### src/sv/lpi_pkg.sv
`default_nettype none

package lpi_pkg;

	// default sizes
	localparam int unsigned COORD_BITS_DEF = 16;
	localparam int unsigned FRAC_BITS_DEF  = 16;

	// fixed field widths
	localparam int unsigned LINE_BITS    = 32;
	localparam int unsigned COUNT_BITS   = 16;
	localparam int unsigned CFG_IDX_BITS = 2;

	// line parameter saturation limits (magnitudes)
	localparam logic [LINE_BITS-1:0] LINE_POS_LIM = {1'b0, {(LINE_BITS-1){1'b1}}};
	localparam logic [LINE_BITS-1:0] LINE_NEG_LIM = {1'b1, {(LINE_BITS-1){1'b0}}};

	// configuration register indexes
	typedef enum logic [CFG_IDX_BITS-1:0] {
		REG_START_X,
		REG_START_Y,
		REG_END_X,
		REG_END_Y
	} cfg_reg_t;

	// controller states
	typedef enum logic [3:0] {
		ST_IDLE,
		ST_DIFF,
		ST_MUL,
		ST_SIGN,
		ST_START_S,
		ST_DIV_S,
		ST_START_T,
		ST_DIV_T,
		ST_FIN
	} state_t;

	// multiplier schedule: one product per step, last step only drains
	typedef enum logic [2:0] {
		MS_DEN_P,
		MS_DEN_N,
		MS_SN_P,
		MS_SN_N,
		MS_TN_P,
		MS_TN_N,
		MS_DRAIN
	} mul_step_t;

	// controller to datapath
	typedef struct packed {
		logic      accept;
		logic      diff;
		logic      mul_en;
		mul_step_t mul_step;
		logic      sign;
		logic      div_start;
		logic      div_mode_t;
		logic      fin;
	} dp_cmd_t;

	// datapath to controller
	typedef struct packed {
		logic have_prev;
		logic hit;
		logic div_busy;
		logic out_free;
	} dp_sts_t;

endpackage

`default_nettype wire

### src/sv/lpi_div.sv
`default_nettype none

module lpi_div #(
	parameter int unsigned MAG_BITS  = 35,
	parameter int unsigned FRAC_BITS = lpi_pkg::FRAC_BITS_DEF
) (
	input  wire logic                          clk,
	input  wire logic                          arst_n,
	input  wire logic                          start,
	input  wire logic                          mode_t,
	input  wire logic [MAG_BITS-1:0]           num,
	input  wire logic [MAG_BITS-1:0]           den,
	output logic                               busy,
	output logic [lpi_pkg::LINE_BITS-1:0]      quo,
	output logic                               ovf
);

	localparam int unsigned LB   = lpi_pkg::LINE_BITS;
	localparam int unsigned NW   = MAG_BITS + LB;
	localparam int unsigned CNTW = $clog2(LB + 1);

	logic [NW-1:0]       nfull;
	logic [MAG_BITS-1:0] rem_init;
	logic [LB-1:0]       sh_init;
	logic [CNTW-1:0]     steps;
	logic [MAG_BITS:0]   trial;
	logic [MAG_BITS:0]   diff;
	logic                ge;

	logic [MAG_BITS-1:0] rem_q;
	logic [LB-1:0]       sh_q;
	logic [LB-1:0]       quo_q;
	logic                ovf_q;
	logic [CNTW-1:0]     cnt_q;

	// dividend is num * 2^frac; high part seeds the remainder, the rest shifts in
	always_comb begin
		nfull    = NW'(num) << FRAC_BITS;
		rem_init = mode_t ? MAG_BITS'(nfull >> LB) : MAG_BITS'(nfull >> (FRAC_BITS + 1));
		sh_init  = mode_t ? nfull[LB-1:0]
			: (LB'(nfull[FRAC_BITS:0]) << (LB - FRAC_BITS - 1));
		steps    = mode_t ? CNTW'(LB) : CNTW'(FRAC_BITS + 1);
	end

	// one restoring step
	always_comb begin
		trial = {rem_q, sh_q[LB-1]};
		diff  = trial - {1'b0, den};
		ge    = trial >= {1'b0, den};
	end

	// step counter
	always_ff @(posedge clk or negedge arst_n) begin
		if (!arst_n) begin
			cnt_q <= '0;
		end else if (start) begin
			cnt_q <= steps;
		end else if (busy) begin
			cnt_q <= cnt_q - CNTW'(1);
		end
	end

	// remainder, dividend bits and quotient
	always_ff @(posedge clk) begin
		if (start) begin
			rem_q <= rem_init;
			sh_q  <= sh_init;
			quo_q <= '0;
			ovf_q <= mode_t && (rem_init >= den);
		end else if (busy) begin
			rem_q <= ge ? diff[MAG_BITS-1:0] : trial[MAG_BITS-1:0];
			sh_q  <= sh_q << 1;
			quo_q <= {quo_q[LB-2:0], ge};
		end
	end

	assign busy = cnt_q != '0;
	assign quo  = quo_q;
	assign ovf  = ovf_q;

endmodule

`default_nettype wire

### src/sv/lpi_ctrl.sv
`default_nettype none

module lpi_ctrl (
	input  wire logic             clk,
	input  wire logic             arst_n,
	input  wire logic             in_valid,
	output logic                  in_stall,
	input  wire lpi_pkg::dp_sts_t sts,
	output lpi_pkg::dp_cmd_t      cmd
);

	lpi_pkg::state_t    state_q;
	lpi_pkg::state_t    state_d;
	lpi_pkg::mul_step_t mul_step_q;

	// state register
	always_ff @(posedge clk or negedge arst_n) begin
		if (!arst_n) begin
			state_q <= lpi_pkg::ST_IDLE;
		end else begin
			state_q <= state_d;
		end
	end

	// multiplier step counter
	always_ff @(posedge clk or negedge arst_n) begin
		if (!arst_n) begin
			mul_step_q <= lpi_pkg::MS_DEN_P;
		end else if (state_q == lpi_pkg::ST_DIFF) begin
			mul_step_q <= lpi_pkg::MS_DEN_P;
		end else if (state_q == lpi_pkg::ST_MUL && mul_step_q != lpi_pkg::MS_DRAIN) begin
			mul_step_q <= lpi_pkg::mul_step_t'(mul_step_q + 3'd1);
		end
	end

	// next state
	always_comb begin
		state_d = state_q;
		case (state_q)
			lpi_pkg::ST_IDLE: begin
				if (in_valid) begin
					state_d = sts.have_prev ? lpi_pkg::ST_DIFF : lpi_pkg::ST_FIN;
				end
			end
			lpi_pkg::ST_DIFF: state_d = lpi_pkg::ST_MUL;
			lpi_pkg::ST_MUL: begin
				if (mul_step_q == lpi_pkg::MS_DRAIN) begin
					state_d = lpi_pkg::ST_SIGN;
				end
			end
			lpi_pkg::ST_SIGN: state_d = lpi_pkg::ST_START_S;
			lpi_pkg::ST_START_S: begin
				state_d = sts.hit ? lpi_pkg::ST_DIV_S : lpi_pkg::ST_FIN;
			end
			lpi_pkg::ST_DIV_S: begin
				if (!sts.div_busy) begin
					state_d = lpi_pkg::ST_START_T;
				end
			end
			lpi_pkg::ST_START_T: state_d = lpi_pkg::ST_DIV_T;
			lpi_pkg::ST_DIV_T: begin
				if (!sts.div_busy) begin
					state_d = lpi_pkg::ST_FIN;
				end
			end
			lpi_pkg::ST_FIN: begin
				if (sts.out_free) begin
					state_d = lpi_pkg::ST_IDLE;
				end
			end
			default: state_d = lpi_pkg::ST_IDLE;
		endcase
	end

	// commands
	always_comb begin
		cmd          = '0;
		cmd.mul_step = mul_step_q;
		in_stall     = 1'b1;
		case (state_q)
			lpi_pkg::ST_IDLE: begin
				in_stall   = 1'b0;
				cmd.accept = in_valid;
			end
			lpi_pkg::ST_DIFF:    cmd.diff = 1'b1;
			lpi_pkg::ST_MUL:     cmd.mul_en = 1'b1;
			lpi_pkg::ST_SIGN:    cmd.sign = 1'b1;
			lpi_pkg::ST_START_S: cmd.div_start = sts.hit;
			lpi_pkg::ST_START_T: begin
				cmd.div_start  = 1'b1;
				cmd.div_mode_t = 1'b1;
			end
			lpi_pkg::ST_FIN:     cmd.fin = sts.out_free;
			default: ;
		endcase
	end

endmodule

`default_nettype wire

### src/sv/lpi_dp.sv
`default_nettype none

module lpi_dp #(
	parameter int unsigned COORD_BITS = lpi_pkg::COORD_BITS_DEF,
	parameter int unsigned FRAC_BITS  = lpi_pkg::FRAC_BITS_DEF
) (
	input  wire logic                                   clk,
	input  wire logic                                   arst_n,
	input  wire lpi_pkg::dp_cmd_t                       cmd,
	output lpi_pkg::dp_sts_t                            sts,
	input  wire logic                                   cfg_we,
	input  wire logic [lpi_pkg::CFG_IDX_BITS-1:0]       cfg_index,
	input  wire logic [COORD_BITS-1:0]                  cfg_wdata,
	input  wire logic signed [COORD_BITS-1:0]           vertex_x,
	input  wire logic signed [COORD_BITS-1:0]           vertex_y,
	input  wire logic                                   last_vertex,
	input  wire logic                                   out_stall,
	output logic                                        out_valid,
	output logic                                        hit,
	output logic [lpi_pkg::COUNT_BITS-1:0]              segment_index,
	output logic [FRAC_BITS:0]                          seg_param,
	output logic signed [lpi_pkg::LINE_BITS-1:0]        line_param,
	output logic                                        polyline_end
);

	localparam int unsigned DW = COORD_BITS + 1;
	localparam int unsigned PW = 2 * DW;
	localparam int unsigned CW = PW + 1;
	localparam int unsigned LB = lpi_pkg::LINE_BITS;
	localparam int unsigned NB = lpi_pkg::COUNT_BITS;

	// configuration
	logic signed [COORD_BITS-1:0] start_x_q, start_y_q, end_x_q, end_y_q;

	// polyline state
	logic signed [COORD_BITS-1:0] prev_x_q, prev_y_q;
	logic                         have_prev_q;
	logic [NB-1:0]                count_q;

	// current item
	logic signed [COORD_BITS-1:0] vx_q, vy_q;
	logic                         last_q;

	// differences and cross products
	logic signed [DW-1:0] dx_q, dy_q, ex_q, ey_q, wx_q, wy_q;
	logic signed [DW-1:0] mul_a, mul_b;
	logic signed [PW-1:0] prod_q;
	logic                 prod_vld_q;
	lpi_pkg::mul_step_t   prod_step_q;
	logic signed [CW-1:0] den_q, sn_q, tn_q;

	// sign stage
	logic          dneg, sneg, in_rng, sign_ok;
	logic          hit_q, tneg_q;
	logic [CW-1:0] dm_q, sm_q, tm_q;
	logic [FRAC_BITS:0] seg_q;

	// divider
	logic          div_busy;
	logic [LB-1:0] div_quo;
	logic          div_ovf;

	// result formatting
	logic          t_sat;
	logic [LB-1:0] t_lim, t_mag, t_val;

	// output register
	logic                  out_valid_q;
	logic                  hit_o_q;
	logic [NB-1:0]         index_o_q;
	logic [FRAC_BITS:0]    seg_o_q;
	logic [LB-1:0]         line_o_q;
	logic                  end_o_q;
	logic                  out_free;

	// configuration writes
	always_ff @(posedge clk or negedge arst_n) begin
		if (!arst_n) begin
			start_x_q <= '0;
			start_y_q <= '0;
			end_x_q   <= COORD_BITS'(1);
			end_y_q   <= '0;
		end else if (cfg_we) begin
			case (lpi_pkg::cfg_reg_t'(cfg_index))
				lpi_pkg::REG_START_X: start_x_q <= cfg_wdata;
				lpi_pkg::REG_START_Y: start_y_q <= cfg_wdata;
				lpi_pkg::REG_END_X:   end_x_q   <= cfg_wdata;
				lpi_pkg::REG_END_Y:   end_y_q   <= cfg_wdata;
				default: ;
			endcase
		end
	end

	// capture vertex on input transfer
	always_ff @(posedge clk) begin
		if (cmd.accept) begin
			vx_q   <= vertex_x;
			vy_q   <= vertex_y;
			last_q <= last_vertex;
		end
	end

	// polyline state advances when the result is written
	always_ff @(posedge clk or negedge arst_n) begin
		if (!arst_n) begin
			prev_x_q    <= '0;
			prev_y_q    <= '0;
			have_prev_q <= 1'b0;
			count_q     <= '0;
		end else if (cmd.fin) begin
			prev_x_q    <= vx_q;
			prev_y_q    <= vy_q;
			have_prev_q <= !last_q;
			if (last_q) begin
				count_q <= '0;
			end else if (have_prev_q) begin
				count_q <= count_q + NB'(1);
			end
		end
	end

	// direction and offset vectors
	always_ff @(posedge clk) begin
		if (cmd.diff) begin
			dx_q <= DW'(end_x_q) - DW'(start_x_q);
			dy_q <= DW'(end_y_q) - DW'(start_y_q);
			ex_q <= DW'(vx_q) - DW'(prev_x_q);
			ey_q <= DW'(vy_q) - DW'(prev_y_q);
			wx_q <= DW'(prev_x_q) - DW'(start_x_q);
			wy_q <= DW'(prev_y_q) - DW'(start_y_q);
		end
	end

	// multiplier operand select
	always_comb begin
		case (cmd.mul_step)
			lpi_pkg::MS_DEN_P: begin mul_a = dx_q; mul_b = ey_q; end
			lpi_pkg::MS_DEN_N: begin mul_a = dy_q; mul_b = ex_q; end
			lpi_pkg::MS_SN_P:  begin mul_a = wx_q; mul_b = dy_q; end
			lpi_pkg::MS_SN_N:  begin mul_a = wy_q; mul_b = dx_q; end
			lpi_pkg::MS_TN_P:  begin mul_a = wx_q; mul_b = ey_q; end
			lpi_pkg::MS_TN_N:  begin mul_a = wy_q; mul_b = ex_q; end
			default:           begin mul_a = dx_q; mul_b = ey_q; end
		endcase
	end

	// shared multiplier
	always_ff @(posedge clk or negedge arst_n) begin
		if (!arst_n) begin
			prod_vld_q <= 1'b0;
		end else begin
			prod_vld_q <= cmd.mul_en && (cmd.mul_step != lpi_pkg::MS_DRAIN);
		end
	end

	always_ff @(posedge clk) begin
		if (cmd.mul_en && cmd.mul_step != lpi_pkg::MS_DRAIN) begin
			prod_q      <= PW'(mul_a) * PW'(mul_b);
			prod_step_q <= cmd.mul_step;
		end
	end

	// cross product accumulation, from the registered product of the previous step
	always_ff @(posedge clk) begin
		if (prod_vld_q) begin
			case (prod_step_q)
				lpi_pkg::MS_DEN_P: den_q <= CW'(prod_q);
				lpi_pkg::MS_DEN_N: den_q <= den_q - CW'(prod_q);
				lpi_pkg::MS_SN_P:  sn_q  <= CW'(prod_q);
				lpi_pkg::MS_SN_N:  sn_q  <= sn_q - CW'(prod_q);
				lpi_pkg::MS_TN_P:  tn_q  <= CW'(prod_q);
				lpi_pkg::MS_TN_N:  tn_q  <= tn_q - CW'(prod_q);
				default: ;
			endcase
		end
	end

	// hit test: den nonzero, sn zero or of the same sign as den, and no larger in magnitude
	always_comb begin
		dneg    = den_q[CW-1];
		sneg    = sn_q[CW-1];
		sign_ok = (sn_q == '0) || (sneg == dneg);
		in_rng  = dneg ? (sn_q >= den_q) : (sn_q <= den_q);
	end

	always_ff @(posedge clk or negedge arst_n) begin
		if (!arst_n) begin
			hit_q <= 1'b0;
		end else if (cmd.accept) begin
			hit_q <= 1'b0;
		end else if (cmd.sign) begin
			hit_q <= (den_q != '0) && sign_ok && in_rng;
		end
	end

	// magnitudes for the divider
	always_ff @(posedge clk) begin
		if (cmd.sign) begin
			dm_q   <= dneg ? $unsigned(-den_q) : $unsigned(den_q);
			sm_q   <= sneg ? $unsigned(-sn_q) : $unsigned(sn_q);
			tm_q   <= tn_q[CW-1] ? $unsigned(-tn_q) : $unsigned(tn_q);
			tneg_q <= (tn_q != '0) && (tn_q[CW-1] != dneg);
		end
	end

	lpi_div #(
		.MAG_BITS  (CW),
		.FRAC_BITS (FRAC_BITS)
	) u_div (
		.clk    (clk),
		.arst_n (arst_n),
		.start  (cmd.div_start),
		.mode_t (cmd.div_mode_t),
		.num    (cmd.div_mode_t ? tm_q : sm_q),
		.den    (dm_q),
		.busy   (div_busy),
		.quo    (div_quo),
		.ovf    (div_ovf)
	);

	// segment quotient is taken as the line division starts
	always_ff @(posedge clk) begin
		if (cmd.div_start && cmd.div_mode_t) begin
			seg_q <= div_quo[FRAC_BITS:0];
		end
	end

	// line parameter saturation and sign
	always_comb begin
		t_lim = tneg_q ? lpi_pkg::LINE_NEG_LIM : lpi_pkg::LINE_POS_LIM;
		t_sat = div_ovf || (div_quo > t_lim);
		t_mag = t_sat ? t_lim : div_quo;
		t_val = tneg_q ? (~t_mag + LB'(1)) : t_mag;
	end

	// output register
	assign out_free = !out_valid_q || !out_stall;

	always_ff @(posedge clk or negedge arst_n) begin
		if (!arst_n) begin
			out_valid_q <= 1'b0;
		end else if (cmd.fin) begin
			out_valid_q <= 1'b1;
		end else if (!out_stall) begin
			out_valid_q <= 1'b0;
		end
	end

	always_ff @(posedge clk) begin
		if (cmd.fin) begin
			hit_o_q   <= hit_q;
			index_o_q <= have_prev_q ? count_q : '0;
			seg_o_q   <= hit_q ? seg_q : '0;
			line_o_q  <= hit_q ? t_val : '0;
			end_o_q   <= last_q;
		end
	end

	assign out_valid     = out_valid_q;
	assign hit           = hit_o_q;
	assign segment_index = index_o_q;
	assign seg_param     = seg_o_q;
	assign line_param    = line_o_q;
	assign polyline_end  = end_o_q;

	// status
	always_comb begin
		sts.have_prev = have_prev_q;
		sts.hit       = hit_q;
		sts.div_busy  = div_busy;
		sts.out_free  = out_free;
	end

endmodule

`default_nettype wire

### src/sv/line_polyline_intersection.sv
// Intersects a streamed polyline with a fixed line set through the configuration port.
// Configuration: cfg_we, cfg_index and cfg_wdata write one line coordinate per cycle
// (start x, start y, end x, end y); write only while no vertex is in flight.
// Input channel: in_valid/in_stall with vertex_x, vertex_y and last_vertex; a transfer
// takes place when in_valid is high and in_stall is low. One vertex is worked at a time.
// Output channel: out_valid/out_stall, one result per vertex, in order.
// From an input transfer to the result register write: the first vertex of a polyline goes
// straight to the write; a segment that misses first forms six products on one shared
// multiplier; a hit then also runs the shared restoring divider, which gives one quotient
// bit per cycle, FRAC_BITS + 1 bits for the segment and 32 for the line.
// The next vertex is taken in the cycle after its result is written.
// A held result does not block the next input transfer; only the write of the following
// result waits while out_stall holds the output register full.
// Reset: the line runs from (0,0) to (1,0), no previous vertex, segment count zero,
// output channel empty.
`default_nettype none

module line_polyline_intersection #(
	parameter int unsigned COORD_BITS = lpi_pkg::COORD_BITS_DEF,
	parameter int unsigned FRAC_BITS  = lpi_pkg::FRAC_BITS_DEF
) (
	input  wire logic                               clk,
	input  wire logic                               arst_n,
	input  wire logic                               cfg_we,
	input  wire logic [lpi_pkg::CFG_IDX_BITS-1:0]   cfg_index,
	input  wire logic [COORD_BITS-1:0]              cfg_wdata,
	input  wire logic                               in_valid,
	output logic                                    in_stall,
	input  wire logic signed [COORD_BITS-1:0]       vertex_x,
	input  wire logic signed [COORD_BITS-1:0]       vertex_y,
	input  wire logic                               last_vertex,
	output logic                                    out_valid,
	input  wire logic                               out_stall,
	output logic                                    hit,
	output logic [lpi_pkg::COUNT_BITS-1:0]          segment_index,
	output logic [FRAC_BITS:0]                      seg_param,
	output logic signed [lpi_pkg::LINE_BITS-1:0]    line_param,
	output logic                                    polyline_end
);

	lpi_pkg::dp_cmd_t cmd;
	lpi_pkg::dp_sts_t sts;

	lpi_ctrl u_ctrl (
		.clk      (clk),
		.arst_n   (arst_n),
		.in_valid (in_valid),
		.in_stall (in_stall),
		.sts      (sts),
		.cmd      (cmd)
	);

	lpi_dp #(
		.COORD_BITS (COORD_BITS),
		.FRAC_BITS  (FRAC_BITS)
	) u_dp (
		.clk           (clk),
		.arst_n        (arst_n),
		.cmd           (cmd),
		.sts           (sts),
		.cfg_we        (cfg_we),
		.cfg_index     (cfg_index),
		.cfg_wdata     (cfg_wdata),
		.vertex_x      (vertex_x),
		.vertex_y      (vertex_y),
		.last_vertex   (last_vertex),
		.out_stall     (out_stall),
		.out_valid     (out_valid),
		.hit           (hit),
		.segment_index (segment_index),
		.seg_param     (seg_param),
		.line_param    (line_param),
		.polyline_end  (polyline_end)
	);

`ifndef ASSERT_OFF
	// one vertex at a time: a transfer closes the input until its result is written
	a_accept_closes: assert property (@(posedge clk) disable iff (!arst_n)
		(in_valid && !in_stall) |=> in_stall)
		else $error("input open right after a transfer");

	// a divider start always leaves it busy
	a_div_runs: assert property (@(posedge clk) disable iff (!arst_n)
		cmd.div_start |=> sts.div_busy)
		else $error("divider not busy after start");

	// a written result shows on the output channel
	a_fin_shows: assert property (@(posedge clk) disable iff (!arst_n)
		cmd.fin |=> out_valid)
		else $error("result written but not valid");
`endif

endmodule

`default_nettype wire

### config.mk
export PLATFORM = sky130hd
export DESIGN_NAME = line_polyline_intersection
export DESIGN_NICKNAME = d
export VERILOG_FILES = /design/src/sv/lpi_pkg.sv /design/src/sv/lpi_div.sv /design/src/sv/lpi_ctrl.sv /design/src/sv/lpi_dp.sv /design/src/sv/line_polyline_intersection.sv
export SDC_FILE = /design/constraint.sdc
export NUM_CORES = 2
export LEC_CHECK = 0
export BUFFER_PORTS_ARGS = -buffer_cell sky130_fd_sc_hd__buf_2
export CORE_AREA = 2 2 392 394
export CTS_CLUSTER_DIAMETER = 120
export DETAILED_ROUTE_END_ITERATION = 8
export DIE_AREA = 0 0 394 396
export REMOVE_ABC_BUFFERS = 1
export SLEW_MARGIN = 20
export SYNTH_ARGS = -nofsm -noshare
export SYNTH_HDL_FRONTEND = slang
export SYNTH_SLANG_ARGS = --single-unit
### constraint.sdc
create_clock -name clk -period 10.95 [get_ports clk]
set_clock_uncertainty 0.15 [all_clocks]
set_input_delay 1.095 -clock clk [delete_from_list [all_inputs] [get_ports clk]]
set_output_delay 1.095 -clock clk [all_outputs]
set_load 0.1 [all_outputs]
==> metrics.csv <==
stage;metric;value;unit
status;outcome;finished clean;
logic_synthesis;warnings from Yosys;0;
final_layout;commonest non-fill, non-tap cell in the layout;nand2_1;
clocking;Root Driver;clkbuf_16;
logic_synthesis;ys flop type;edfxtp_1;
drt;detailed-route wire length per cell;18.05;microns
clocking;Clock Latency Late Sink;0.72;ns
worst_setup_path;CP peak stage delay;0.77;ns
floorplanning;area of the core;151500;sq um
sta;Final Setup Violations;0;
place;final RePlAce weighted congestion;0.9066;
floorplanning;io pins;125;
final_layout;fin nets;6354;
worst_setup_path;CP startpoint;u_ctrl.mul_step_q[0];
drt;DR vias/cell;5.187;
clocking;Hold Buf Count CTS;0;
worst_setup_path;worst r2r src;u_ctrl.mul_step_q[0];
worst_setup_path;crit path max fanout;34;
global_route;initial antenna violation count;3;
logic_synthesis;ys async rst share;18.97;%
drt;antenna-violating nets left;0;
logic_synthesis;Mapped Avg Cell Area;9.663;sq um
worst_setup_path;CP Capture Type;register;
sta;Max Slew Vio Count;0;
drt;final wirelength;138300;microns
floorplanning;Die X-Extent;394;microns
worst_setup_path;crit path kind;register to register;
global_route;first-pass GRT wire length;221200;microns
logic_synthesis;synthesized area;52910;sq um
drt;first drt pass iteration count;6;
floorplanning;die area;156000;sq um
sta;Final Hold Viols;0;
sta;fin crit share;85.32;%
clocking;H-tree depth;3;
sta;RSZ-0062 raised after global routing;false;
global_route;vias in the first global route;40223;
final_layout;layout cells sized above 1;7.725;%
drt;wire length on met1;62980;microns
sta;max frequency;107.0;MHz
job;MaxCap Viol Count;0;
clocking;Num CTS Buffers;83;
clocking;post-CTS setup buffer count;0;
clocking;TritonCTS clock tree;built;
worst_setup_path;critical path data arrival time;9.63;ns
place;placed inst area;55850;sq um
clocking;clock-pin transition on the worst setup and hold timing paths;0.06;ns
floorplanning;Initial Util;34.91;%
sta;Final min period;9.343;ns
floorplanning;num rows;143;
worst_setup_path;r2r endpoint;u_dp.prod_q[32];
final_layout;Inserted Diodes;0;
sta;final setup TNS;0;ns
clocking;CTS resizes;0;
logic_synthesis;Post-synth EDFFs;519;
worst_setup_path;CP max stage cell;or3_2;
clocking;CTS max path bufs;3;
global_route;total gr overflow;0;
worst_setup_path;worst r2r path cells;31;
global_route;total track usage;17.64;%
place;# port buffers;124;
global_route;largest net degree at the start of global routing;77;
logic_synthesis;Seq/Total Area, Yosys;36.77;%
logic_synthesis;#FFs+latches synth;680;
worst_setup_path;Critical Path Most Common Cell;fa_1;
sta;Worst-Margin Slew;1.080;ns
final_layout;commonest cells after routing, fill and taps aside;nand2_1 (646), inv_1 (610), edfxtp_1 (519), ha_1 (431), nor2_1 (407);
sta;Slew headroom;27.75;%
drt;Top Metal Used;met4;
final_layout;Util after Layout;38.82;%
worst_setup_path;Worst Path Required;11.24;ns
final_layout;cell area after layout;58830;sq um
worst_setup_path;slack of the worst reg-to-reg path;1.61;ns
clocking;Sink Count;680;
floorplanning;die height;396;microns
worst_setup_path;type of element launching the critical path;register;
drt;detailed-route via count;39741;
logic_synthesis;Synth cell types;88;
logic_synthesis;Cells after Synth;5475;
drt;initial drt markers;2900;
drt;met2 WL;66140;microns
worst_hold_path;hold crit path type;input pin to async pin;
final_layout;synthesis-to-layout area growth;11.21;%
place;hpwl dp;107800;microns
drt;drt drc;0;
drt;metal3 WL;6181;microns
==> synth_stat cells, drive strengths merged, types with 23 or more instances <==
cell type / n / area [sq um]
dfrtp: 128 / 3203
fa: 306 / 6126
inv: 611 / 2293
a211oi: 33 / 247.7
clkbuf: 169 / 654.4
nand2b: 59 / 369.1
nor3: 78 / 395.4
o41ai: 24 / 210.2
a21oi: 281 / 1406
edfxtp: 519 / 15580
or3: 52 / 334.1
nand3: 104 / 520.5
o21bai: 23 / 172.7
o21a: 56 / 420.4
nor2: 408 / 1531
dfxtp: 32 / 640.6
mux2i: 24 / 240.2
xnor2: 245 / 2146
o21ai: 392 / 1962
ha: 431 / 5393
nand4: 41 / 256.5
nand2: 648 / 2432
a222oi: 31 / 310.3
a31oi: 40 / 250.2
a21o: 123 / 923.4
or4: 23 / 190.2
mux2: 53 / 596.8
and2: 60 / 375.4
o31ai: 53 / 397.9
nor2b: 66 / 412.9
xor2: 69 / 604.3
and3: 45 / 285.3
==> area by class of cell <==
| cell class | instances | area (sq um) |
|---|---|---|
| clock buffer | 103 | 2253 |
| clock inverter | 52 | 726.9 |
| fill | 14890 | 92710 |
| inverter | 613 | 2303 |
| multi-input combinational | 4001 | 30490 |
| sequential | 680 | 19450 |
| tap | 2030 | 2540 |
| timing repair buffer | 182 | 1062 |
==> worst max-delay path: cells and delay by family (launching register included) <==
kind | cells | cell delay (ns)
buffers and inverters | 8 | 1.05
flip-flops | 1 | 0.41
AO/OA/AOI/OAI | 10 | 2.21
XOR/XNOR | 1 | 0.08
AND/OR/NAND/NOR | 4 | 1.46
adder cells (fa/ha/maj) | 8 | 3.68
==> worst max path at each step <==
| stage | end | cells after the start | slack (ns) |
|---|---|---|---|
| after floorplan | u_dp.prod_q[32] | 23 | 2.07 |
| after global placement | u_dp.prod_q[32] | 30 | 1.54 |
| after detailed placement | u_dp.prod_q[32] | 28 | 1.33 |
| after CTS | u_dp.prod_q[32] | 28 | 1.27 |
| after global routing | u_dp.prod_q[32] | 29 | 1.13 |
| final | u_dp.prod_q[32] | 31 | 1.61 |
==> state kept, by name (all words and copies together), names as in the netlist, 17 cells and up <==
register,cells
u_dp.seg_q,17
u_dp.prod_q,34
u_dp.dm_q,35
u_dp.tn_q,35
u_dp.dx_q,17
u_dp.den_q,35
u_dp.line_param,32
u_dp.ex_q,17
u_dp.ey_q,17
u_dp.tm_q,35
u_dp.sn_q,35
u_dp.sm_q,35
u_dp.dy_q,17
u_dp.u_div.rem_q,35
u_dp.wy_q,17
u_dp.wx_q,17
u_dp.u_div.quo,32
u_dp.seg_param,17
==> metal layers <==
metal / track usage, % / up-vias
li1: - / 19249
met4: 4.372 / 0
met3: 2.223 / 196
met1: 23.63 / 19356
met2: 30.20 / 940
met5: 0 / -
==> cells by family (layout without fill, tap and decap cells) <==
logic type,Yosys count,count (layout),synth area share (%)
flip-flops,680,680,36.77
adder cells (fa/ha/maj),737,737,21.77
multiplexers,77,77,1.582
AO/OA/AOI/OAI,1206,1206,14.36
XOR/XNOR,314,314,5.198
AND/OR/NAND/NOR,1667,1667,14.59
buffers and inverters,794,950,5.728
==> through the flow <==
step,hold slack (ns),setup slack [ns],instances
after floorplan,0.2929,2.069,5294
after global placement,0.3240,1.537,7506
after detailed placement,0.3306,1.329,7506
after CTS,0.3099,1.275,7661
after global routing,0.3602,1.134,7661
final,0.3343,1.607,7661
Power is left out: the tool's default activity adds up to more than one toggle a clock period on the data nets, which glitch-free logic cannot reach.
